### config.mk
export PLATFORM = sky130hd
export DESIGN_NAME = oopt_upd
export DESIGN_NICKNAME = d
export VERILOG_FILES = /design/src/rtl/oopt_pkg.sv /design/src/rtl/oopt_upd.sv
export SDC_FILE = /design/constraint.sdc
export NUM_CORES = 2
export LEC_CHECK = 0
export BUFFER_PORTS_ARGS = -buffer_cell sky130_fd_sc_hd__buf_4
export CAP_MARGIN = 20
export CORE_AREA = 2 2 674 676
export DETAILED_ROUTE_END_ITERATION = 6
export DIE_AREA = 0 0 676 678
export GPL_TIMING_DRIVEN = 0
export MAX_ROUTING_LAYER = met4
export SYNTH_ARGS = -nofsm -noshare
export SYNTH_HDL_FRONTEND = slang
export SYNTH_SLANG_ARGS = --single-unit
export TNS_END_PERCENT = 50
### constraint.sdc
create_clock -name vclk -period 38.8
set_input_delay 1.94 -clock vclk [all_inputs]
set_output_delay 1.94 -clock vclk [all_outputs]
set_load 0.005 [all_outputs]
### src/rtl/oopt_pkg.sv
// Shared types, constants and helpers for the on-off persistence sketch.
package oopt_pkg;

  localparam int COUNT_W      = 32;
  localparam int OP_W         = 2;
  localparam int ROW_W        = 10;
  localparam int KEY_W        = 64;
  localparam int ROWS_DEF     = 1024;
  localparam int BUCKETS_DEF  = 8;
  localparam int KEY_BITS_DEF = 64;

  typedef logic [OP_W-1:0]    op_t;
  typedef logic [COUNT_W-1:0] count_t;

  localparam op_t OP_INSERT = 2'd0;
  localparam op_t OP_QUERY  = 2'd1;
  localparam op_t OP_EOW    = 2'd2;
  localparam op_t OP_NOP    = 2'd3;

  // Query answer handed from the row update logic to the top level
  typedef struct packed {
    count_t estimate;
    logic   in_slot;
  } upd_res_t;

  // Saturating increment
  function automatic count_t sat_inc(input count_t v);
    count_t r;
    r = (v == '1) ? v : v + count_t'(1);
    return r;
  endfunction

endpackage

### src/rtl/oopt_upd.sv
// Row update: key match, least-count search and slot swap on one row word.
module oopt_upd #(
  parameter int BUCKETS  = 8,
  parameter int KEY_BITS = 64,
  parameter int SLOT_W   = KEY_BITS + 34,
  parameter int CTR_W    = 33,
  parameter int WORD_W   = CTR_W + BUCKETS * SLOT_W
) (
  input  oopt_pkg::op_t      op,
  input  logic [KEY_BITS-1:0] key,
  input  logic [WORD_W-1:0]  rdata,
  output logic [WORD_W-1:0]  wdata,
  output oopt_pkg::upd_res_t res
);
  import oopt_pkg::*;

  localparam int BW = (BUCKETS > 1) ? $clog2(BUCKETS) : 1;

  logic [KEY_BITS-1:0] skey [BUCKETS];
  count_t              scnt [BUCKETS];
  logic                son  [BUCKETS];
  logic                sval [BUCKETS];
  count_t              rc_cnt;
  logic                rc_on;

  // Unpack the row word
  assign rc_cnt = rdata[COUNT_W-1:0];
  assign rc_on  = rdata[COUNT_W];
  for (genvar g = 0; g < BUCKETS; g++) begin : g_unpack
    assign skey[g] = rdata[CTR_W + g*SLOT_W +: KEY_BITS];
    assign scnt[g] = rdata[CTR_W + g*SLOT_W + KEY_BITS +: COUNT_W];
    assign son[g]  = rdata[CTR_W + g*SLOT_W + KEY_BITS + COUNT_W];
    assign sval[g] = rdata[CTR_W + g*SLOT_W + KEY_BITS + COUNT_W + 1];
  end

  logic                hit;
  logic [BW-1:0]       hidx;
  logic [BW-1:0]       midx;
  count_t              mcnt;
  count_t              c_cnt;
  logic                c_on;
  logic [KEY_BITS-1:0] nkey [BUCKETS];
  count_t              ncnt [BUCKETS];
  logic                non  [BUCKETS];
  logic                nval [BUCKETS];

  always_comb begin
    // First valid match, first least count
    hit  = 1'b0;
    hidx = '0;
    midx = '0;
    mcnt = scnt[0];
    for (int b = 0; b < BUCKETS; b++) begin
      if (!hit && sval[b] && skey[b] == key) begin
        hit  = 1'b1;
        hidx = BW'(b);
      end
    end
    for (int b = 1; b < BUCKETS; b++) begin
      if (scnt[b] < mcnt) begin
        mcnt = scnt[b];
        midx = BW'(b);
      end
    end

    for (int b = 0; b < BUCKETS; b++) begin
      nkey[b] = skey[b];
      ncnt[b] = scnt[b];
      non[b]  = son[b];
      nval[b] = sval[b];
    end
    c_cnt = rc_cnt;
    c_on  = rc_on;

    if (op == OP_INSERT) begin
      if (hit) begin
        if (!son[hidx]) begin
          ncnt[hidx] = sat_inc(scnt[hidx]);
          non[hidx]  = 1'b1;
        end
      end else begin
        if (!rc_on) begin
          c_cnt = sat_inc(rc_cnt);
          c_on  = 1'b1;
        end
        // Promote the key when the row counter caught up with the weakest slot
        if (c_cnt >= mcnt) begin
          nkey[midx] = key;
          nval[midx] = 1'b1;
          ncnt[midx] = c_cnt;
          non[midx]  = c_on;
          c_cnt      = mcnt;
          c_on       = son[midx];
        end
      end
    end

    wdata[COUNT_W-1:0] = c_cnt;
    wdata[COUNT_W]     = c_on;
    for (int b = 0; b < BUCKETS; b++) begin
      wdata[CTR_W + b*SLOT_W +: SLOT_W] = {nval[b], non[b], ncnt[b], nkey[b]};
    end

    res.estimate = hit ? scnt[hidx] : rc_cnt;
    res.in_slot  = hit;
  end

endmodule

==> impl_metrics.yaml <==
die:
  die_area_um2: 458000
  io_pins: 1733
  initial_core_util_pct: 7.17
  placementRows: 247
  die_w_um: 676
  core_area_um2: 451000
  dieHeight_um: 678
yosys:
  synth_top_family_by_area: "simple AND/OR/NAND/NOR gates"
  synth_cell_types: 91
  avgSynthCellArea_um2: 6.07
  seq_area_frac_synth_pct: 0
  ys_warn_count: 0
  synth_area_um2: 32300
  synth-xor-area-share_pct: 13.5
  postSynthCellCount: 5329
  synth_nets: 6452
  synth_compound_area_share_pct: 24.3
  synthMuxAreaShare_pct: 9.10
  yosys.area_share.simple_pct: 36.0
  synth-adder-area-share_pct: 9.35
critical_path:
  slowest_delay_ps: 900
  critical_path_peak_fanout: 10
  critPathCapture: "wdata[196]"
  startpoint: "rdata[110]"
  worstSetupEndpointType: "output port"
  worst-endpoint-required_ps: 36860
  path_class: "input port to output port"
  start_kind: "input port"
  cp.arrival_ps: 35460
  cp_slowest_cell: "clkbuf_2"
  crit_path_frequent_cell: "a21o_1"
clock_network:
  post_cts_buffers: 0
  cts_resized: 0
  holdBufCountCts: 0
global_route:
  grt_pass1_wl_um: 859000
  grt_util_met3_pct: 12.2
  grt_max_degree: 11
  grt_util_all_layers_pct: 31.7
  grt_overflow: 0
  grt_busiest_layer: "met2"
  antenna_found_initial: 349
  use_met1_pct: 29.0
  grt_pass1_vias: 53900
  met2_usage_pct: 52.0
run:
  cap_violations: 0
routing:
  detail-route-antenna-nets: 0
  drt_iter0_drc: 8700
  drtPass1Iterations: 7
  viasPerCell: 4.47
  drc_errors: 4
  drt-total-wl_um: 740000
  route.vias.total: 60000
  wire_per_inst_um: 55.1
timing:
  fmax_mhz: 26.7
  period_minus_slack_ps: 37400
  worstMarginPinSlew_ps: 1320
  finalSetupTns_ps: 0
  fin_ws_ps: 1400
  slew_viol_final: 0
  rsz0062_at_grt: "false"
  hold_violations: 0
  setup-violations-final: 0
  fin_crit_sh_pct: 96.4
  relSlewSlack_pct: 11.6
placed_design:
  post-place-ws_ps: 1960
  gp_congestion: 1.08
  place.detailed.hpwl_um: 657000
  port_buffers: 1679
  postPlaceCellArea_um2: 56500
final_layout:
  layout-drive-gt1-share_pct: 32.8
  seq_cells: 0
  areaGrowthSynthToFinish_pct: 76.7
  layout_common_cells: "1706 x buf_4, 1212 x nand2_1, 417 x nor2_1"
  num-fill-cells: 52900
  nNetsFinal: 8323
  seq_area_um2: 0
  layout_commonest_cell: "buf_4"
  final_core_util_pct: 12.7
  stdcell_area_um2: 57100
  num-clock-buffers: 0
pwr:
  power_mw: 1.80
  ir_drop_mv: 0.0193
  p_leak_nw: 24.7
  power_density_nw_per_um2: 31.4
status:
  violations: "DRC"
  status: "finished, violations left"
worst_hold_path:
  hold_path_class: "input port to output port"
worst max-delay path: cells and delay by family:
| family | cells | cell delay, ps |
|---|---|---|
| fa+ha+maj | 8 | 2430 |
| buf+inv | 22 | 8330 |
| mux | 1 | 300 |
| simple gates | 33 | 5880 |
| compound gates | 68 | 16460 |
stage by stage:
step                hold slack, ps  std cells
global placement              4190      13000
detailed placement            4180      13200
finish                        4170      13400
CTS                           4180      13200
floorplan                     3960       5329
global route                  4200      13400
how the worst min path moves through the flow:
| stage | from | to | slack [ps] | cells after the start |
|---|---|---|---|---|
| finish | rdata[428] | wdata[428] | 4170 | 4 |
| detailed placement | rdata[428] | wdata[428] | 4180 | 4 |
| CTS | rdata[428] | wdata[428] | 4180 | 4 |
| global route | rdata[567] | wdata[567] | 4200 | 3 |
| floorplan | rdata[816] | wdata[816] | 3960 | 2 |
| global placement | rdata[428] | wdata[428] | 4190 | 4 |
per-layer routing:
metal | vias to the layer above | routed length [µm]
li1 | 23000 | -
met1 | 29500 | 231000
met3 | 1925 | 79700
met2 | 5570 | 348000
met5 | - | 0
met4 | 0 | 81200
power breakdown:
group | leakage (nW) | internal, mW | switching, mW
registers | 0 | 0 | 0
logic | 24.7 | 0.548 | 1.25
clock network | 0.00162 | 0.000000158 | 0
synth_stat cells, types with 22 or more instances:
cell | count | area share (%)
o211ai_1 | 28 | 0.65
nor3_1 | 86 | 1.3
xor2_1 | 245 | 6.6
nand2b_1 | 136 | 2.6
ha_1 | 240 | 9.3
mux2_2 | 172 | 6.0
nor2b_1 | 67 | 1.3
a22oi_1 | 37 | 0.86
buf_1 | 50 | 0.58
clkbuf_1 | 260 | 3.0
nand3_1 | 108 | 1.7
xnor2_1 | 254 | 6.9
and3_1 | 36 | 0.70
mux2i_1 | 78 | 2.4
o21ai_0 | 322 | 5.0
nand2_1 | 1212 | 14
a211oi_1 | 22 | 0.51
o22ai_1 | 49 | 0.95
a21oi_1 | 292 | 4.5
a21o_1 | 75 | 1.7
inv_1 | 245 | 2.8
a31oi_1 | 22 | 0.43
nor2_1 | 421 | 4.9
a221o_1 | 172 | 5.3
nand4_1 | 178 | 3.4
buf_2 | 60 | 0.93
nor4_1 | 121 | 2.3
cells by family after synthesis:
kind of cell	Yosys count
buffers and inverters	632
muxes	270
adders and majority gates	242
AOI/OAI and AO/OA	1174
xor gates and xnor gates	499
and+or+nand+nor	2512
area by class of cell:
cell class | instances | area [µm²] | share of cell area [%]
Antenna cell | 252 | 631 | 1.10
Buffer | 386 | 1780 | 3.11
Multi-Input combinational cell | 4697 | 30300 | 53.0
Inverter | 245 | 920 | 1.61
Tap cell | 5976 | 7480 | 13.1
Timing Repair Buffer | 1870 | 16100 | 28.1
No activity file was read; power rests on OpenSTA's default activity.
